`src/hw/rtl/cbmt_pkg.sv`:
```
// Shared types and constants for the cache block map table.
// No dependencies; every other file of the block uses this package.
`default_nettype none

package cbmt_pkg;

    localparam int BUCKETS_DEF = 1024;
    localparam int ENTRIES_DEF = 4096;

    localparam int VOL_W      = 32;
    localparam int FILE_W     = 64;
    localparam int BLK_W      = 64;
    localparam int OFF_W      = 64;
    localparam int KEY_W      = VOL_W + FILE_W + BLK_W;
    localparam int BSIZE_W    = 32;
    localparam int CSIZE_W    = 64;
    localparam int STATUS_W   = 3;
    localparam int CFG_IDX_W  = 1;
    localparam int CFG_DATA_W = 64;
    localparam int ALIGN_BITS = 12;   // blocks are multiples of 4096 bytes

    localparam logic [BSIZE_W-1:0] BLOCK_SIZE_RST = BSIZE_W'(4096);

    localparam logic [1:0] REQ_LOOKUP = 2'd0;
    localparam logic [1:0] REQ_REMOVE = 2'd1;
    localparam logic [1:0] REQ_INSERT = 2'd2;
    localparam logic [1:0] REQ_CLEAR  = 2'd3;

    localparam logic [STATUS_W-1:0] STAT_OK        = 3'd0;
    localparam logic [STATUS_W-1:0] STAT_NOT_FOUND = 3'd1;
    localparam logic [STATUS_W-1:0] STAT_REJECTED  = 3'd2;
    localparam logic [STATUS_W-1:0] STAT_FULL      = 3'd3;
    localparam logic [STATUS_W-1:0] STAT_BAD_SIZE  = 3'd4;

    localparam logic [CFG_IDX_W-1:0] CFG_BLOCK_SIZE = 1'd0;
    localparam logic [CFG_IDX_W-1:0] CFG_CACHE_SIZE = 1'd1;

    typedef enum logic [3:0] {
        S_SWEEP,
        S_IDLE,
        S_CHECK,
        S_INS_RD,
        S_INS_WR,
        S_HEAD,
        S_LOAD,
        S_FETCH,
        S_CMP,
        S_DONE
    } state_t;

    typedef struct packed {
        logic [VOL_W-1:0]  vol;
        logic [FILE_W-1:0] file;
        logic [BLK_W-1:0]  blk;
        logic [OFF_W-1:0]  off;
    } entry_t;

    typedef struct packed {
        logic head;
        logic entry;
        logic link;
        logic free_stk;
    } mem_wen_t;

endpackage

`default_nettype wire

```
`src/hw/rtl/cbmt_hash.sv`:
```
// Bucket hash: xor fold of the 160-bit key, reduced into the bucket range.
// Depends on cbmt_pkg.
`default_nettype none

module cbmt_hash #(
    parameter int BUCKETS = cbmt_pkg::BUCKETS_DEF,
    localparam int BW = (BUCKETS > 1) ? $clog2(BUCKETS) : 1
) (
    input  wire logic [cbmt_pkg::VOL_W-1:0]  vol,
    input  wire logic [cbmt_pkg::FILE_W-1:0] file,
    input  wire logic [cbmt_pkg::BLK_W-1:0]  blk,
    output logic      [BW-1:0]               bucket
);
    import cbmt_pkg::*;

    logic [KEY_W-1:0] key;
    logic [BW-1:0]    fold;

    assign key = {vol, file, blk};

    always_comb
    begin
        fold = '0;
        for (int i = 0; i < KEY_W; i++)
        begin
            fold[i % BW] = fold[i % BW] ^ key[i];
        end
    end

    // fold < 2^BW < 2*BUCKETS, so one subtract brings it in range
    always_comb
    begin
        if ({1'b0, fold} >= (BW+1)'(BUCKETS))
            bucket = fold - BW'(BUCKETS);
        else
            bucket = fold;
    end

endmodule

`default_nettype wire

```
`config.mk`:
```
export PLATFORM = sky130hd
export DESIGN_NAME = cbmt_hash
export DESIGN_NICKNAME = d
export VERILOG_FILES = /design/src/hw/rtl/cbmt_pkg.sv /design/src/hw/rtl/cbmt_hash.sv
export SDC_FILE = /design/constraint.sdc
export NUM_CORES = 1
export LEC_CHECK = 0
export BUFFER_PORTS_ARGS = -buffer_cell sky130_fd_sc_hd__buf_2
export CAP_MARGIN = 20
export CORE_ASPECT_RATIO = 0.6
export CORE_MARGIN = 3
export CORE_UTILIZATION = 34
export DETAILED_ROUTE_END_ITERATION = 8
export PLACE_DENSITY = 0.86
export SLEW_MARGIN = 15
export SYNTH_ARGS = -nofsm -noshare
export SYNTH_HDL_FRONTEND = slang
export SYNTH_SLANG_ARGS = --single-unit
```
`constraint.sdc`:
```
create_clock -name vclk -period 0.8
set_input_delay 0.04 -clock vclk [all_inputs]
set_output_delay 0.04 -clock vclk [all_outputs]
set_load 0.02 [all_outputs]
```
==> impl_metrics.yaml, run 1 <==
placement:
  dpl.hpwl_um: 3757
  dp_cells: 365
  place_ws_ns: -0.3374
  gp_congestion: 0.7291
  numPortBuffers: 170
logic_synthesis:
  ys_warn_count: 0
  synth.avg_cell_area_sq_um: 8.758
  synthTopCellsByArea: "xnor2_1 93%, xor2_1 6.7%"
  syn_inst: 150
  seq_area_frac_synth: 0
  synth_nets: 310
  synth_top_cell_area_share: 0.9333
  netlist-cell-type-count: 2
  yosysTopAreaCell: "xnor2_1"
  netlist_area_sq_um: 1314
run_status:
  firstError: "[ERROR DPL-0038] Utilization greater than 100%, impossible to legalize"
  lastStage: "5_1_grt"
  status: "aborted with a tool error"
floorplanning:
  initial_core_util: 0.3793
  die_h_um: 54.15
  die_w_um: 86.25
  rows: 16
  num_io_pins: 170
clock_tree:
  hold_buffers: 0
timing:
  crit_endpoint: "bucket[9]"
  worstEndpointType: "primary output"
global_routing:
  grt_max_degree: 2
## repair_timing
action	CTS
cloned	0
resized for setup	125
endpoints found under the setup margin	10
buffers inserted	0
pin swaps	91
## synthesized netlist by cell type
cell and number:
xor2_1 10, xnor2_1 140
## per-stage QoR
step                cell area [sq um]  setup TNS, ns
floorplan                        1389       -0.03082
global placement                 2296         -2.446
detailed placement               2296         -2.690
CTS                              3103         -2.167
## logic make-up after synthesis
family / after synthesis / synth area share
XOR/XNOR: 150 / 1.000
==> inputs of run 2 (changes only) <==
- CORE_ASPECT_RATIO: 0.6 -> default
- CORE_UTILIZATION: 34 -> 25
- PLACE_DENSITY: 0.86 -> default
- PLACE_DENSITY_LB_ADDON: default -> 0.15
==> impl_metrics.yaml, run 2 <==
run_status:
  status: "complete, but fails checks"
  violations: "negative setup slack"
min_path:
  hp-class: "input port to primary output"
logic_synthesis:
  yosysTopAreaCell: "xnor2_1"
  netlist_area_sq_um: 1314
  yosys-top-cells-count: "140 x xnor2_1, 10 x xor2_1"
  synthTopCellsByArea: "xnor2_1 93%, xor2_1 6.7%"
  synth.avg_cell_area_sq_um: 8.758
  synth-adder-area-share: 0
  synth.most_common_cell: "xnor2_1"
  netlist-cell-type-count: 2
  synth-simple-area-share: 0
  synth.mux.area_fraction: 0
  seq_area_frac_synth: 0
  synthXorXnorAreaFrac: 1.000
  synth_nets: 310
  synth_top_family_by_area: "XOR/XNOR gates"
  ys_warn_count: 0
  syn_inst: 150
  synth_top_cell_area_share: 0.9333
  synth-compound-area-share: 0
power:
  power.density_nw_per_um2: 1295
  ir_worst_vdd_v: 0.0008768
  leakagePower_nw: 1.858
  power_w: 0.005015
placement:
  dpl.hpwl_um: 3507
  gp_congestion: 0.6431
  place_area_sq_um: 2323
  numPortBuffers: 170
clock_tree:
  hold_buffers: 0
timing:
  fin_crit_ns: 1.152
  maxSlewViolCount: 0
  hold_viol_final: 0
  grt_setup_unrepaired: "true"
  fmax_mhz: 867.9
  setup_viol: 10
  slew_headroom: 0.7982
  fin_crit_sh: 1.440
  holdWs_ns: 0.7157
  setup_ws_ns: -0.3522
  worstMarginPinSlew_ns: 0.3006
  setup-tns-final_ns: -2.437
worst_setup_path:
  required_ns: 0.76
  cp-end-kind: "primary output"
  worstPathCellList: "buf_2 > xnor2_1 > xnor2_1 > xnor2_1 > xnor2_2 > buf_4"
  cp_max_fo: 1
  start_kind: "input port"
  crit_slowest_cell: "xnor2_1"
  crit_type: "input port to primary output"
  slowest_delay_ns: 0.28
  crit_buf_inv: 2
  worst_path_dominant_cell_family: "XOR/XNOR gates"
  cpMostUsedCell: "xnor2_1"
  crit_arrival_ns: 1.11
final_layout:
  diodes: 0
  multi_input_area_sq_um: 2275
  postLayoutCoreUtil: 0.7888
  layout_commonest_cell: "xnor2_2"
  n_sequential_cell: 0
  seq_area_sq_um: 0
  finish.instance_area_sq_um: 3874
  final_cell_mix: "101 x xnor2_2, 99 x buf_6, 59 x buf_2"
  fillers: 274
  drive_gt1_frac: 0.8938
  synthToLayoutAreaGrowth_pct: 194.9
  nClkBuffers: 0
  fin_nets: 482
global_routing:
  grt_overflow: 0
  first_global_vias: 1671
  antenna_found_initial: 0
  grtUsageTotal: 0.1364
  grt_max_degree: 2
  grt_pass1_wl_um: 7044
floorplanning:
  die_w_um: 78.49
  dieArea_sq_um: 6161
  initial_core_util: 0.2675
  die_h_um: 78.49
  rows: 25
  core_area_sq_um: 4911
  num_io_pins: 170
drt:
  dr.pass1.iters: 4
  drt_wl_total_um: 6445
  drtIter0Drc: 23
  wl_per_cell_um: 16.65
  drc: 0
  num_vias: 1641
  ant_nets: 0
  viasPerCell: 4.240
run:
  drv_cap: 0
run 2: cell counts after synthesis:
No cell type changed its count.
run 2: layer usage:
layer | share of wire | GRT usage
met1 | 0.31 | 0.1455
met2 | 0.57 | 0.2817
met3 | 0.11 | 0.03326
met4 | 0.015 | 0
met5 | 0 | 0
run 2: area by class of cell:
cell class / instances / share of cell area
timing repair buffer: 170 / 0.3911
tap: 67 / 0.02164
multi-input combinational: 150 / 0.5872
run 2: logic make-up (layout without fill, tap and decap cells):
kind of cell,after synthesis,after routing
buffers and inverters,0,170
XOR/XNOR,150,150
run 2: stage by stage:
step,setup slack [ns],instances
after CTS,-0.2408,387
after global placement,-0.3199,387
final,-0.3522,387
after global routing,-0.4203,387
after detailed placement,-0.3248,387
after floorplan,-0.003082,150
run 2: worst min-delay path: cells and delay by family:
| kind | cells | cell delay [ns] |
|---|---|---|
| buf+inv | 2 | 0.20 |
| xor+xnor | 4 | 0.43 |
run 2: where the power goes:
part | switching (W) | internal [W] | leakage (nW)
clock | 0 | 0 | 0
sequential | 0 | 0 | 0
combinational | 0.00214 | 0.00287 | 1.86
run 2: final timing paths:
path	from	cells after the start	to	slack [ns]
max	file[48]	6	bucket[2]	-0.35
min	file[15]	6	bucket[9]	0.72
run 2: repair_timing:
item | in CTS | in global routing
pin swaps | 84 | 81
endpoints found under the hold margin | 0 | 0
gates resized for setup | 109 | 122
buffers inserted | 0 | 0
endpoints found under the setup margin | 10 | 10
(Power assumes the default switching activity.)
