### src/hw/rtl/cbmt_pkg.sv
// Shared types and constants for the cache block map table.
// No dependencies; every other file of the block uses this package.
`default_nettype none

package cbmt_pkg;

    localparam int BUCKETS_DEF = 1024;
    localparam int ENTRIES_DEF = 4096;

    localparam int VOL_W      = 32;
    localparam int FILE_W     = 64;
    localparam int BLK_W      = 64;
    localparam int OFF_W      = 64;
    localparam int KEY_W      = VOL_W + FILE_W + BLK_W;
    localparam int BSIZE_W    = 32;
    localparam int CSIZE_W    = 64;
    localparam int STATUS_W   = 3;
    localparam int CFG_IDX_W  = 1;
    localparam int CFG_DATA_W = 64;
    localparam int ALIGN_BITS = 12;   // blocks are multiples of 4096 bytes

    localparam logic [BSIZE_W-1:0] BLOCK_SIZE_RST = BSIZE_W'(4096);

    localparam logic [1:0] REQ_LOOKUP = 2'd0;
    localparam logic [1:0] REQ_REMOVE = 2'd1;
    localparam logic [1:0] REQ_INSERT = 2'd2;
    localparam logic [1:0] REQ_CLEAR  = 2'd3;

    localparam logic [STATUS_W-1:0] STAT_OK        = 3'd0;
    localparam logic [STATUS_W-1:0] STAT_NOT_FOUND = 3'd1;
    localparam logic [STATUS_W-1:0] STAT_REJECTED  = 3'd2;
    localparam logic [STATUS_W-1:0] STAT_FULL      = 3'd3;
    localparam logic [STATUS_W-1:0] STAT_BAD_SIZE  = 3'd4;

    localparam logic [CFG_IDX_W-1:0] CFG_BLOCK_SIZE = 1'd0;
    localparam logic [CFG_IDX_W-1:0] CFG_CACHE_SIZE = 1'd1;

    typedef enum logic [3:0] {
        S_SWEEP,
        S_IDLE,
        S_CHECK,
        S_INS_RD,
        S_INS_WR,
        S_HEAD,
        S_LOAD,
        S_FETCH,
        S_CMP,
        S_DONE
    } state_t;

    typedef struct packed {
        logic [VOL_W-1:0]  vol;
        logic [FILE_W-1:0] file;
        logic [BLK_W-1:0]  blk;
        logic [OFF_W-1:0]  off;
    } entry_t;

    typedef struct packed {
        logic head;
        logic entry;
        logic link;
        logic free_stk;
    } mem_wen_t;

endpackage

`default_nettype wire

### src/hw/rtl/cbmt_if.sv
// Handshake channels of the cache block map table: requests, responses, config writes.
// Depends on cbmt_pkg for field widths.
`default_nettype none

interface cbmt_req_if;
    logic                         valid;
    logic                         ready;
    logic [1:0]                   req_type;
    logic [cbmt_pkg::VOL_W-1:0]   volume_serial;
    logic [cbmt_pkg::FILE_W-1:0]  file_ident;
    logic [cbmt_pkg::BLK_W-1:0]   block_number;
    logic [cbmt_pkg::OFF_W-1:0]   offset_in;

    modport source (output valid, req_type, volume_serial, file_ident, block_number,
                    offset_in, input ready);
    modport sink   (input valid, req_type, volume_serial, file_ident, block_number,
                    offset_in, output ready);
endinterface

interface cbmt_rsp_if;
    logic                          valid;
    logic                          ready;
    logic [cbmt_pkg::STATUS_W-1:0] status;
    logic [cbmt_pkg::OFF_W-1:0]    offset_out;

    modport source (output valid, status, offset_out, input ready);
    modport sink   (input valid, status, offset_out, output ready);
endinterface

interface cbmt_cfg_if;
    logic                            valid;
    logic                            ready;
    logic [cbmt_pkg::CFG_IDX_W-1:0]  index;
    logic [cbmt_pkg::CFG_DATA_W-1:0] data;

    modport source (output valid, index, data, input ready);
    modport sink   (input valid, index, data, output ready);
endinterface

`default_nettype wire

### src/hw/rtl/cbmt_ctrl.sv
// Request sequencer: config registers, insert checks, chain walk, free stack
// bookkeeping and the response register. Depends on cbmt_pkg and cbmt_if.
`default_nettype none

module cbmt_ctrl #(
    parameter int BUCKETS = cbmt_pkg::BUCKETS_DEF,
    parameter int ENTRIES = cbmt_pkg::ENTRIES_DEF,
    localparam int BW = (BUCKETS > 1) ? $clog2(BUCKETS) : 1,
    localparam int EW = (ENTRIES > 1) ? $clog2(ENTRIES) : 1,
    localparam int LW = $clog2(ENTRIES + 1)
) (
    input  wire logic               clk,
    input  wire logic               rst_n,
    cbmt_req_if.sink                req,
    cbmt_rsp_if.source              rsp,
    cbmt_cfg_if.sink                cfg,
    input  wire logic [BW-1:0]      bucket,
    output cbmt_pkg::mem_wen_t      wen,
    output logic      [BW-1:0]      head_waddr,
    output logic      [LW-1:0]      head_wdata,
    output logic      [BW-1:0]      head_raddr,
    input  wire logic [LW-1:0]      head_rdata,
    output logic      [EW-1:0]      entry_waddr,
    output cbmt_pkg::entry_t        entry_wdata,
    output logic      [EW-1:0]      entry_raddr,
    input  wire cbmt_pkg::entry_t   entry_rdata,
    output logic      [EW-1:0]      link_waddr,
    output logic      [LW-1:0]      link_wdata,
    input  wire logic [LW-1:0]      link_rdata,
    output logic      [EW-1:0]      free_waddr,
    output logic      [EW-1:0]      free_wdata,
    output logic      [EW-1:0]      free_raddr,
    input  wire logic [EW-1:0]      free_rdata
);
    import cbmt_pkg::*;

    localparam logic [LW-1:0] NO_SLOT = LW'(ENTRIES);

    state_t              state_reg, state_next;
    logic [1:0]          type_reg;
    entry_t              item_reg;
    logic [BW-1:0]       bkt_reg;
    logic [BW-1:0]       sweep_reg, sweep_next;
    logic                clr_rsp_reg, clr_rsp_next;
    logic [LW-1:0]       cur_reg, cur_next;
    logic [LW-1:0]       prev_reg, prev_next;
    logic [LW-1:0]       guard_reg, guard_next;
    logic [LW-1:0]       count_reg, count_next;
    logic [LW-1:0]       low_reg, low_next;
    logic                fresh_reg, fresh_next;
    logic [STATUS_W-1:0] status_reg, status_next;
    logic [OFF_W-1:0]    found_reg, found_next;
    logic [BSIZE_W-1:0]  bsize_reg;
    logic [CSIZE_W-1:0]  csize_reg;
    logic                out_valid_reg;
    logic [STATUS_W-1:0] out_status_reg;
    logic [OFF_W-1:0]    out_offset_reg;

    logic                accept;
    logic                out_free;
    logic                bad_size;
    logic                reject;
    logic [OFF_W:0]      range_end;
    logic                sweep_last;
    logic                key_hit;
    logic                walk_end;
    logic [LW-1:0]       count_dec;
    logic [EW-1:0]       new_slot;

    assign accept     = req.valid && req.ready;
    assign out_free   = !out_valid_reg || rsp.ready;
    assign bad_size   = (bsize_reg == '0) || (bsize_reg[ALIGN_BITS-1:0] != '0);
    assign range_end  = {1'b0, item_reg.off} + (OFF_W+1)'(bsize_reg);
    assign reject     = (range_end > {1'b0, csize_reg}) || (item_reg.file == '0);
    assign sweep_last = (sweep_reg == BW'(BUCKETS - 1));
    assign key_hit    = (entry_rdata.vol == item_reg.vol) && (entry_rdata.file == item_reg.file)
                        && (entry_rdata.blk == item_reg.blk);
    assign walk_end   = (cur_reg >= NO_SLOT) || (guard_reg == NO_SLOT);
    assign count_dec  = count_reg - LW'(1);
    // slots below the low-water mark were never pushed since the last clear
    assign new_slot   = fresh_reg ? count_reg[EW-1:0] : free_rdata;

    // next state
    always_comb
    begin
        state_next = state_reg;
        unique case (state_reg)
            S_SWEEP:
                if (sweep_last)
                    state_next = clr_rsp_reg ? S_DONE : S_IDLE;
            S_IDLE:
                if (accept)
                begin
                    priority case (req.req_type)
                        REQ_CLEAR:  state_next = S_SWEEP;
                        REQ_INSERT: state_next = S_CHECK;
                        default:    state_next = S_HEAD;
                    endcase
                end
            S_CHECK:
                if (bad_size || reject || count_reg == '0)
                    state_next = S_DONE;
                else
                    state_next = S_INS_RD;
            S_INS_RD: state_next = S_INS_WR;
            S_INS_WR: state_next = S_DONE;
            S_HEAD:   state_next = S_LOAD;
            S_LOAD:   state_next = S_FETCH;
            S_FETCH:  state_next = walk_end ? S_DONE : S_CMP;
            S_CMP:    state_next = key_hit ? S_DONE : S_FETCH;
            S_DONE:
                if (out_free)
                    state_next = S_IDLE;
            default:  state_next = S_IDLE;
        endcase
    end

    // memory controls and handshake
    always_comb
    begin
        wen         = '0;
        head_waddr  = bkt_reg;
        head_wdata  = NO_SLOT;
        head_raddr  = bkt_reg;
        entry_waddr = new_slot;
        entry_wdata = item_reg;
        entry_raddr = cur_reg[EW-1:0];
        link_waddr  = new_slot;
        link_wdata  = head_rdata;
        free_waddr  = count_reg[EW-1:0];
        free_wdata  = cur_reg[EW-1:0];
        // top of stack once the count has been decremented in S_CHECK
        free_raddr  = count_reg[EW-1:0];
        unique case (state_reg)
            S_SWEEP:
            begin
                wen.head   = 1'b1;
                head_waddr = sweep_reg;
            end
            S_INS_WR:
            begin
                wen.head   = 1'b1;
                wen.entry  = 1'b1;
                wen.link   = 1'b1;
                head_wdata = LW'(new_slot);
            end
            S_CMP:
                if (key_hit && type_reg == REQ_REMOVE)
                begin
                    // unlink from head or from the previous slot
                    wen.head     = (prev_reg == NO_SLOT);
                    wen.link     = (prev_reg != NO_SLOT);
                    head_wdata   = link_rdata;
                    link_waddr   = prev_reg[EW-1:0];
                    link_wdata   = link_rdata;
                    wen.free_stk = (count_reg < NO_SLOT);
                end
            default: ;
        endcase
    end

    assign req.ready      = (state_reg == S_IDLE);
    assign cfg.ready      = 1'b1;
    assign rsp.valid      = out_valid_reg;
    assign rsp.status     = out_status_reg;
    assign rsp.offset_out = out_offset_reg;

    // datapath next values
    always_comb
    begin
        sweep_next   = sweep_reg;
        clr_rsp_next = clr_rsp_reg;
        cur_next     = cur_reg;
        prev_next    = prev_reg;
        guard_next   = guard_reg;
        count_next   = count_reg;
        low_next     = low_reg;
        fresh_next   = fresh_reg;
        status_next  = status_reg;
        found_next   = found_reg;
        unique case (state_reg)
            S_SWEEP:
                sweep_next = sweep_reg + BW'(1);
            S_IDLE:
            begin
                status_next = STAT_OK;
                found_next  = '0;
                if (accept && req.req_type == REQ_CLEAR)
                begin
                    sweep_next   = '0;
                    clr_rsp_next = 1'b1;
                    count_next   = NO_SLOT;
                    low_next     = NO_SLOT;
                end
            end
            S_CHECK:
                priority if (bad_size)
                    status_next = STAT_BAD_SIZE;
                else if (reject)
                    status_next = STAT_REJECTED;
                else if (count_reg == '0)
                    status_next = STAT_FULL;
                else
                begin
                    fresh_next = (count_dec < low_reg);
                    count_next = count_dec;
                    if (count_dec < low_reg)
                        low_next = count_dec;
                end
            S_LOAD:
            begin
                cur_next    = head_rdata;
                prev_next   = NO_SLOT;
                guard_next  = '0;
                status_next = STAT_NOT_FOUND;
            end
            S_CMP:
                if (key_hit)
                begin
                    status_next = STAT_OK;
                    if (type_reg == REQ_LOOKUP)
                        found_next = entry_rdata.off;
                    else if (count_reg < NO_SLOT)
                        count_next = count_reg + LW'(1);
                end
                else
                begin
                    prev_next  = cur_reg;
                    cur_next   = link_rdata;
                    guard_next = guard_reg + LW'(1);
                end
            default: ;
        endcase
    end

    always_ff @(posedge clk or negedge rst_n)
    begin
        if (!rst_n)
        begin
            state_reg   <= S_SWEEP;
            sweep_reg   <= '0;
            clr_rsp_reg <= 1'b0;
            count_reg   <= NO_SLOT;
            low_reg     <= NO_SLOT;
        end
        else
        begin
            state_reg   <= state_next;
            sweep_reg   <= sweep_next;
            clr_rsp_reg <= clr_rsp_next;
            count_reg   <= count_next;
            low_reg     <= low_next;
        end
    end

    always_ff @(posedge clk)
    begin
        cur_reg    <= cur_next;
        prev_reg   <= prev_next;
        guard_reg  <= guard_next;
        fresh_reg  <= fresh_next;
        status_reg <= status_next;
        found_reg  <= found_next;
        if (accept)
        begin
            type_reg      <= req.req_type;
            item_reg.vol  <= req.volume_serial;
            item_reg.file <= req.file_ident;
            item_reg.blk  <= req.block_number;
            item_reg.off  <= req.offset_in;
            bkt_reg       <= bucket;
        end
    end

    always_ff @(posedge clk or negedge rst_n)
    begin
        if (!rst_n)
        begin
            bsize_reg <= BLOCK_SIZE_RST;
            csize_reg <= '0;
        end
        else if (cfg.valid)
        begin
            unique case (cfg.index)
                CFG_BLOCK_SIZE: bsize_reg <= cfg.data[BSIZE_W-1:0];
                CFG_CACHE_SIZE: csize_reg <= cfg.data;
                default: ;
            endcase
        end
    end

    // response register; loaded only once the previous transfer is gone
    always_ff @(posedge clk or negedge rst_n)
    begin
        if (!rst_n)
            out_valid_reg <= 1'b0;
        else if (state_reg == S_DONE && out_free)
            out_valid_reg <= 1'b1;
        else if (rsp.ready)
            out_valid_reg <= 1'b0;
    end

    always_ff @(posedge clk)
    begin
        if (state_reg == S_DONE && out_free)
        begin
            out_status_reg <= status_reg;
            out_offset_reg <= found_reg;
        end
    end

endmodule

`default_nettype wire

### src/flat_wrapper.sv
// flat-port wrapper written by rule: the top's interface ports become plain ports
module cbmt_ctrl_flat import cbmt_pkg::*;
#(
    parameter int BUCKETS = cbmt_pkg::BUCKETS_DEF,
    parameter int ENTRIES = cbmt_pkg::ENTRIES_DEF,
    localparam int BW = (BUCKETS > 1) ? $clog2(BUCKETS) : 1,
    localparam int EW = (ENTRIES > 1) ? $clog2(ENTRIES) : 1,
    localparam int LW = $clog2(ENTRIES + 1)
)
  (clk, rst_n, bucket, wen, head_waddr, head_wdata, head_raddr, head_rdata, entry_waddr, entry_wdata, entry_raddr, entry_rdata, link_waddr, link_wdata, link_rdata, free_waddr, free_wdata, free_raddr, free_rdata, req_valid, req_req_type, req_volume_serial, req_file_ident, req_block_number, req_offset_in, req_ready, rsp_valid, rsp_status, rsp_offset_out, rsp_ready, cfg_valid, cfg_index, cfg_data, cfg_ready);
  cbmt_req_if req_i ();
  cbmt_rsp_if rsp_i ();
  cbmt_cfg_if cfg_i ();
  input  wire logic clk;
  input  wire logic rst_n;
  input  wire logic [BW-1:0] bucket;
  output cbmt_pkg::mem_wen_t wen;
  output logic      [BW-1:0] head_waddr;
  output logic      [LW-1:0] head_wdata;
  output logic      [BW-1:0] head_raddr;
  input  wire logic [LW-1:0] head_rdata;
  output logic      [EW-1:0] entry_waddr;
  output cbmt_pkg::entry_t entry_wdata;
  output logic      [EW-1:0] entry_raddr;
  input  wire cbmt_pkg::entry_t entry_rdata;
  output logic      [EW-1:0] link_waddr;
  output logic      [LW-1:0] link_wdata;
  input  wire logic [LW-1:0] link_rdata;
  output logic      [EW-1:0] free_waddr;
  output logic      [EW-1:0] free_wdata;
  output logic      [EW-1:0] free_raddr;
  input  wire logic [EW-1:0] free_rdata;
  input wire logic [$bits(req_i.valid)-1:0] req_valid;
  input wire logic [$bits(req_i.req_type)-1:0] req_req_type;
  input wire logic [$bits(req_i.volume_serial)-1:0] req_volume_serial;
  input wire logic [$bits(req_i.file_ident)-1:0] req_file_ident;
  input wire logic [$bits(req_i.block_number)-1:0] req_block_number;
  input wire logic [$bits(req_i.offset_in)-1:0] req_offset_in;
  output wire logic [$bits(req_i.ready)-1:0] req_ready;
  output wire logic [$bits(rsp_i.valid)-1:0] rsp_valid;
  output wire logic [$bits(rsp_i.status)-1:0] rsp_status;
  output wire logic [$bits(rsp_i.offset_out)-1:0] rsp_offset_out;
  input wire logic [$bits(rsp_i.ready)-1:0] rsp_ready;
  input wire logic [$bits(cfg_i.valid)-1:0] cfg_valid;
  input wire logic [$bits(cfg_i.index)-1:0] cfg_index;
  input wire logic [$bits(cfg_i.data)-1:0] cfg_data;
  output wire logic [$bits(cfg_i.ready)-1:0] cfg_ready;
  assign req_i.valid = req_valid;
  assign req_i.req_type = req_req_type;
  assign req_i.volume_serial = req_volume_serial;
  assign req_i.file_ident = req_file_ident;
  assign req_i.block_number = req_block_number;
  assign req_i.offset_in = req_offset_in;
  assign req_ready = req_i.ready;
  assign rsp_valid = rsp_i.valid;
  assign rsp_status = rsp_i.status;
  assign rsp_offset_out = rsp_i.offset_out;
  assign rsp_i.ready = rsp_ready;
  assign cfg_i.valid = cfg_valid;
  assign cfg_i.index = cfg_index;
  assign cfg_i.data = cfg_data;
  assign cfg_ready = cfg_i.ready;
  cbmt_ctrl #(.BUCKETS(BUCKETS), .ENTRIES(ENTRIES)) u_core (.clk(clk), .rst_n(rst_n), .req(req_i), .rsp(rsp_i), .cfg(cfg_i), .bucket(bucket), .wen(wen), .head_waddr(head_waddr), .head_wdata(head_wdata), .head_raddr(head_raddr), .head_rdata(head_rdata), .entry_waddr(entry_waddr), .entry_wdata(entry_wdata), .entry_raddr(entry_raddr), .entry_rdata(entry_rdata), .link_waddr(link_waddr), .link_wdata(link_wdata), .link_rdata(link_rdata), .free_waddr(free_waddr), .free_wdata(free_wdata), .free_raddr(free_raddr), .free_rdata(free_rdata));
endmodule
### config.mk
export PLATFORM = sky130hd
export DESIGN_NAME = cbmt_ctrl_flat
export DESIGN_NICKNAME = d
export VERILOG_FILES = /design/src/hw/rtl/cbmt_pkg.sv /design/src/hw/rtl/cbmt_if.sv /design/src/hw/rtl/cbmt_ctrl.sv /design/src/flat_wrapper.sv
export SDC_FILE = /design/constraint.sdc
export NUM_CORES = 1
export LEC_CHECK = 0
export ABC_CLOCK_PERIOD_IN_PS = 10700
export BUFFER_PORTS_ARGS = -buffer_cell sky130_fd_sc_hd__buf_2
export CORE_AREA = 2 2 384 386
export DETAILED_ROUTE_END_ITERATION = 8
export DIE_AREA = 0 0 386 388
export SYNTH_ARGS = -nofsm -noshare
export SYNTH_HDL_FRONTEND = slang
export SYNTH_SLANG_ARGS = --single-unit
### constraint.sdc
create_clock -name clk -period 10.7 [get_ports clk]
set_input_delay 0.535 -clock clk [delete_from_list [all_inputs] [get_ports clk]]
set_output_delay 0.535 -clock clk [all_outputs]
set_load 0.01 [all_outputs]
; ---- Yosys cells after proc, flatten, opt, wreduce, memory -nomap -nowiden
; Index checks and enable logic that the tools add are counted.
[totals]
out_inout_bits = 416
regBits = 548
input_bits = 568
elab_cells = 160
[classes]
mux = 54
magnitude_cmp = 4
n_bitwise = 4
add_sub_neg = 5
eq_ne = 33
reduce_logical = 38
[op_table]
columns = cell, n
row1 = 13-bit 2-to-1 mux, 17
row2 = 13-bit case mux with 2 select lines, 5
row3 = 64-bit equality test, 2
row4 = 64-bit 2-to-1 mux, 2
row5 = 64-bit case mux with 2 select lines, 1
row6 = 64-bit by 32-bit adder with 65-bit output, 1
row7 = 65-bit by 64-bit greater-than comparator with 1-bit output, 1
row8 = 64-bit zero test, 1
row9 = 4-bit case mux with 10 select lines, 1
row10 = 13-bit case mux with 3 select lines, 1
row11 = 12-bit 2-to-1 mux, 3
row12 = 32-bit equality test, 1
row13 = 32-bit zero test, 1
row14 = "13-bit by 1-bit adder with 13-bit output, second input constant", 2
row15 = "13-bit equality test, second input constant", 2
row16 = 4-bit 2-to-1 mux, 6
row17 = 10-bit 2-to-1 mux, 2
row18 = 10-bit case mux with 2 select lines, 1
row19 = "4-bit by 3-bit equality test with 1-bit output, second input constant", 4
row20 = "2-bit != test, second input constant", 7
row21 = "13-bit greater-or-equal comparator, second input constant", 1
row22 = 13-bit zero test, 1
row23 = 13-bit < comparator, 1
row24 = "13-bit < comparator, second input constant", 1
row25 = other kinds (33), 73

; ---- Logic depth before layout (Yosys ltp)
[logic_depth]
depth_word = 7
mapped_depth = 22
ltp_nobuf = 21

; ---- Worst setup path before layout
; No wires, ideal clock.
[synth_timing]
path_kind = reg-to-reg
start = reg u_core.state_reg[1]
end = reg u_core.count_reg[7]
n_path_buf = 0
stages_incl_launch_ff = 7
arrival_time_ns = 8.079
setup_ns = 0.118
setup_slack_ns = 2.503
t_required_ns = 10.582
period_less_slack_ns = 8.197
cell_sequence = dfrtp_1 -> nor2b_1 -> and3_1 -> nand3_1 -> and3_1 -> or4_1 -> a21o_1
[synth_between]
elab_chain_len = 5
word_cells_on_any_way = 15
classes_between = eq/ne: 10 / mux: 1 / reduce/logical: 4
[synth_rtl]
columns = element, line_no
row1 = start: declaration, cbmt_ctrl.sv:39  ; state_t state_reg, state_next;
row2 = start signal: assignment, cbmt_ctrl.sv:248  ; state_reg <= state_next;
row3 = 4-bit by 1-bit equality test with 1-bit output, cbmt_ctrl.sv:162  ; assign req.ready = (state_reg == S_IDLE);
row4 = 1-bit logical AND, cbmt_ctrl.sv:70  ; assign accept = req.valid && req.ready;
row5 = via u_core.accept, cbmt_ctrl.sv:59  ; logic accept;
row6 = 1-bit logical AND, cbmt_ctrl.sv:188  ; if (accept && req.req_type == REQ_CLEAR)
row7 = 2-bit != test (no source line), n/a
row8 = 8-bit AND reduction (no source line), n/a
row9 = end signal: assignment, cbmt_ctrl.sv:251  ; count_reg <= count_next;
row10 = end: declaration, cbmt_ctrl.sv:48  ; logic [LW-1:0] count_reg, count_next;
; The timed path passes the listed nets, and every way through them passes these cells.
; A chain may end at the register's enable or synchronous reset.

; ---- Worst setup path in the final report
[layout_timing]
start = reg u_core.bsize_reg[0]
end = reg u_core.low_reg[1]
[layout_between]
elab_chain_len = 5
word_cells_on_any_way = 9
classes_between = add/sub: 1 / order compare: 1 / eq/ne: 2 / reduce/logical: 5
[layout_rtl]
columns = element, line_no
row1 = start: declaration, cbmt_ctrl.sv:53  ; logic [BSIZE_W-1:0] bsize_reg;
row2 = start signal: assignment, cbmt_ctrl.sv:285  ; CFG_BLOCK_SIZE: bsize_reg <= cfg.data[BSIZE_W-1:0];
row3 = 64-bit by 32-bit adder with 65-bit output, cbmt_ctrl.sv:73  ; assign range_end = {1'b0, item_reg.off} + (OFF_W+1)'(bsize_reg);
row4 = 65-bit by 64-bit greater-than comparator with 1-bit output, cbmt_ctrl.sv:74  ; assign reject = (range_end > {1'b0, csize_reg}) || (item_reg.file == '0);
row5 = 1-bit logical OR, cbmt_ctrl.sv:74
row6 = 2-bit != test (no source line), n/a
row7 = 6-bit AND reduction (no source line) (*), n/a
row8 = end signal: assignment, cbmt_ctrl.sv:252  ; low_reg <= low_next;
row9 = end: declaration, cbmt_ctrl.sv:49  ; logic [LW-1:0] low_reg, low_next;
; Mark *: on every way between the ends. The rest lies on a longest branch, timed or not.

==> impl_metrics.xml <==
<?xml version="1.0" encoding="UTF-8"?>
<metrics>
  <group name="timing">
    <metric name="worstMarginPinSlew" unit="ps">1210</metric>
    <metric name="slew_viol_final" unit="">0</metric>
    <metric name="endpoints_failing_hold" unit="">0</metric>
    <metric name="worst_slew_margin_relative_to_its_limit" unit="">0.182</metric>
    <metric name="finalWorstSetupSlack" unit="ps">3270</metric>
    <metric name="whs" unit="ps">71.0</metric>
    <metric name="fmax" unit="MHz">135</metric>
    <metric name="finalSetupTns" unit="ps">0</metric>
    <metric name="final_min_period_over_clock_period" unit="">0.694</metric>
    <metric name="clock-skew-final" unit="ps">40.8</metric>
    <metric name="finalSetupViolCount" unit="">0</metric>
    <metric name="layout_min_cycle_time" unit="ps">7430</metric>
    <metric name="rsz_0062_raised_after_global_routing" unit="">false</metric>
  </group>
  <group name="yosys">
    <metric name="postSynthRegisterBits" unit="">548</metric>
    <metric name="yosys.area.top_type" unit="">sky130_fd_sc_hd__edfxtp_1</metric>
    <metric name="async_flop_share" unit="">0.252</metric>
    <metric name="ys_types" unit="">78</metric>
    <metric name="mappedNetlistArea" unit="um^2">26900</metric>
    <metric name="synthFlopType" unit="">sky130_fd_sc_hd__edfxtp_1</metric>
    <metric name="synth_cells" unit="">2103</metric>
    <metric name="yosys.cell_count.top_type" unit="">sky130_fd_sc_hd__edfxtp_1</metric>
    <metric name="post-synth-top-area-fraction" unit="">0.458</metric>
    <metric name="synth_area_leaders" unit="">sky130_fd_sc_hd__edfxtp_1 46%, sky130_fd_sc_hd__dfrtp_1 13%, sky130_fd_sc_hd__ha_1 5.3%, sky130_fd_sc_hd__mux2_2 5.1%, sky130_fd_sc_hd__xor2_1 3.9%</metric>
    <metric name="synth_common_cells" unit="">410 x sky130_fd_sc_hd__edfxtp_1, 135 x sky130_fd_sc_hd__dfrtp_1, 127 x sky130_fd_sc_hd__inv_1, 121 x sky130_fd_sc_hd__mux2_2, 119 x sky130_fd_sc_hd__xor2_1</metric>
    <metric name="syn_avg_cell_area" unit="um^2">12.8</metric>
    <metric name="yosys_warnings" unit="">0</metric>
    <metric name="ys_seq_area_frac" unit="">0.586</metric>
    <metric name="synth_edf_count" unit="">410</metric>
    <metric name="mappedNetlistNets" unit="">2785</metric>
  </group>
  <group name="critical_path">
    <metric name="rr_endpoint" unit="">u_core.low_reg[1]</metric>
    <metric name="reg2reg_setup_slack" unit="ps">3270</metric>
    <metric name="critPathMaxStageDelay" unit="ps">740</metric>
    <metric name="reg2regPathDepth" unit="">21</metric>
    <metric name="timing.critical_path.to_type" unit="">flip-flop</metric>
    <metric name="critical_path_cell_count" unit="">21</metric>
    <metric name="cpLargestDelayFamily" unit="">simple AND/OR/NAND/NOR gates</metric>
    <metric name="timing.critical_path.slowest_stage_cell" unit="">sky130_fd_sc_hd__nor3_1</metric>
    <metric name="worst_r2r_startpoint" unit="">u_core.bsize_reg[0]</metric>
    <metric name="crit_path_max_fanout" unit="">13</metric>
    <metric name="crit_path_start_kind" unit="">flip-flop</metric>
    <metric name="critPathRequiredTime" unit="ps">11290</metric>
    <metric name="criticalPathCategory" unit="">flip-flop to flip-flop</metric>
    <metric name="critical_path_cell_sequence" unit="">ha_1, fa_1, a211oi_1, o211ai_1, a311oi_1, nor4_1, a21oi_4, nor3_1, and2_1, nand3_1, xnor2_1, ha_1, nand4_1, nor4_1, nand4_1, or3_1, nand2b_1, a211oi_2, o21ai_1, nand2_1, a22o_1</metric>
    <metric name="timing.critical_path.arrival" unit="ps">8010</metric>
    <metric name="cp_num_buf_inv" unit="">0</metric>
  </group>
  <group name="clock_network">
    <metric name="worst_setup_hold_path_clk_slew" unit="ps">60</metric>
    <metric name="root_driver" unit="">sky130_fd_sc_hd__clkbuf_16</metric>
    <metric name="tritoncts_clock_tree" unit="">built</metric>
    <metric name="clock_insertion_delay_worst_skew" unit="ps">670</metric>
    <metric name="cts_buffers" unit="">68</metric>
    <metric name="cts_sinks" unit="">548</metric>
    <metric name="cts.htree.levels" unit="">3</metric>
    <metric name="post_cts_gate_resize_count" unit="">0</metric>
    <metric name="cts_buffer_depth" unit="">3</metric>
  </group>
  <group name="global_routing">
    <metric name="via_count_of_the_first_global_routing_pass" unit="">22250</metric>
    <metric name="gr-usage-all-layers" unit="">0.167</metric>
    <metric name="grt_first_pass_wirelength" unit="um">175000</metric>
    <metric name="grt_overflow" unit="">0</metric>
    <metric name="grt_max_degree" unit="">81</metric>
    <metric name="antenna_violations_before_repair" unit="">50</metric>
  </group>
  <group name="placed_design">
    <metric name="total_half_perimeter_wirelength_after_legalization_and_detailed_placement" unit="um">106000</metric>
    <metric name="port_buffers" unit="">982</metric>
    <metric name="gp_congestion" unit="">0.983</metric>
    <metric name="pre_cts_ws" unit="ps">3350</metric>
  </group>
  <group name="cells_and_area">
    <metric name="nets" unit="">3894</metric>
    <metric name="area_overhead_of_the_layout_relative_to_synthesis" unit="%">39.7</metric>
    <metric name="post-route-util" unit="">0.259</metric>
    <metric name="drive_gt1_frac" unit="">0.393</metric>
    <metric name="flip_flop_count_of_the_largest_register_all_copies_and_words_added" unit="">224</metric>
  </group>
  <group name="floorplan">
    <metric name="floorplan.initialDensity" unit="">0.185</metric>
    <metric name="design.portCount" unit="">984</metric>
    <metric name="die_area" unit="um^2">150000</metric>
    <metric name="fp.coreArea" unit="um^2">145000</metric>
    <metric name="die_w" unit="um">386</metric>
    <metric name="core.rowCount" unit="">140</metric>
    <metric name="dieHeight" unit="um">388</metric>
  </group>
  <group name="detailed_routing">
    <metric name="detailroute.via_count" unit="">22260</metric>
    <metric name="postRouteAntennaNets" unit="">0</metric>
    <metric name="drt_iter0_markers" unit="">1578</metric>
    <metric name="route.detailed.wl_per_inst" unit="um">25.1</metric>
    <metric name="dr.pass1.iters" unit="">5</metric>
    <metric name="drc_errors" unit="">0</metric>
    <metric name="postRouteWirelength" unit="um">130000</metric>
    <metric name="post_drt_via_cell_ratio" unit="">4.29</metric>
  </group>
  <group name="worst_hold_path">
    <metric name="holdPathEnd" unit="">u_core.entry_wdata[71]</metric>
    <metric name="hold_path.startpoint" unit="">req_block_number[7]</metric>
    <metric name="worstHoldPathCells" unit="">1</metric>
    <metric name="worst_hold_path_type" unit="">input port to flip-flop</metric>
  </group>
  <group name="power_and_ir_drop">
    <metric name="pwr_density_cell" unit="nW/um^2">228</metric>
    <metric name="cellLeakagePower" unit="uW">0.0159</metric>
    <metric name="max-vdd-ir-drop" unit="uV">167</metric>
  </group>
  <group name="job">
    <metric name="drv_cap" unit="">0</metric>
  </group>
  <group name="run_status">
    <metric name="status" unit="">finished, final reports clean</metric>
  </group>
</metrics>
==> cell usage in the layout (no fill, tap or decap), types with 63 or more instances in the layout <==
cell,instances
sky130_fd_sc_hd__a21oi_1,78
sky130_fd_sc_hd__nor2_1,69
sky130_fd_sc_hd__nor4_1,63
sky130_fd_sc_hd__o21ai_0,66
sky130_fd_sc_hd__nand2_1,96
sky130_fd_sc_hd__buf_2,981
sky130_fd_sc_hd__inv_1,127
sky130_fd_sc_hd__xnor2_1,107
sky130_fd_sc_hd__dlygate4sd3_1,154
sky130_fd_sc_hd__mux2_2,121
sky130_fd_sc_hd__clkbuf_16,68
sky130_fd_sc_hd__xor2_1,119
sky130_fd_sc_hd__and3_1,98
sky130_fd_sc_hd__dfrtp_1,135
sky130_fd_sc_hd__edfxtp_1,410
sky130_fd_sc_hd__ha_1,113
==> worst register-to-register path, delay by kind of cell, from the launching register on <==
kind                       cells  cell delay [ps]
xor gates and xnor gates       1              160
DFF                            1              390
and+or+nand+nor               10             3720
adders and majority gates      3              750
AOI/OAI and AO/OA              7             2350
==> how the worst max path moves through the flow <==
stage	from	endpoint	slack, ps
after floorplan	u_core.state_reg[1]	u_core.count_reg[7]	2500
after global placement	u_core.bsize_reg[0]	u_core.low_reg[11]	3660
after detailed placement	u_core.bsize_reg[0]	u_core.status_reg[0]	3350
after CTS	u_core.bsize_reg[0]	u_core.low_reg[1]	3330
after global routing	u_core.bsize_reg[0]	u_core.low_reg[1]	2900
final	u_core.bsize_reg[0]	u_core.low_reg[1]	3270
==> timing repair <==
item	4_1_cts	5_1_grt
hold endpoints to repair	228	0
hold buffers	154	0
buffers inserted	0	0
==> cells by family after synthesis <==
logic type               count (synthesis)  synth area share
flip-flops                             548             0.586
XOR/XNOR                               226            0.0736
multiplexers                           144            0.0635
AND/OR/NAND/NOR                        537             0.108
buffers and inverters                  244            0.0435
AO/OA/AOI/OAI                          289            0.0714
adder cells (fa/ha/maj)                114            0.0533
other                                    1          0.000139
==> where the power goes <==
| group | internal [uW] | switching (uW) |
|---|---|---|
| clock | 1310 | 1020 |
| combinational | 1020 | 1640 |
| sequential | 2980 | 596 |
| total | 5310 | 3260 |
==> layout make-up <==
type,instances,area [um^2]
Inverter,127,477
Timing Repair Buffer,1156,6610
Clock inverter,36,405
Multi-Input combinational cell,1311,10000
Tap cell,1917,2400
Clock buffer,86,1820
Antenna cell,13,32.5
Fill cell,15262,108000
Sequential cell,548,15800
==> layer usage <==
layer	vias to the layer above	GRT usage	part of all wire
met1	11019	0.194	0.38
met3	240	0.0501	0.081
met4	26	0.0673	0.043
met2	1014	0.286	0.49
met5	-	0	0.0013
li1	9961	-	-
==> metrics by stage <==
step | power [uW] | instances | instance area (um^2)
2_1_floorplan | 4990 | 2103 | 26900
3_3_place_gp | 6220 | 4905 | 33800
3_5_place_dp | 6250 | 4905 | 33800
4_1_cts | 8680 | 5181 | 37500
5_1_grt | 9020 | 5189 | 37500
6_report | 8560 | 5194 | 37600
Note: power is estimated with default switching activity, not from simulation.
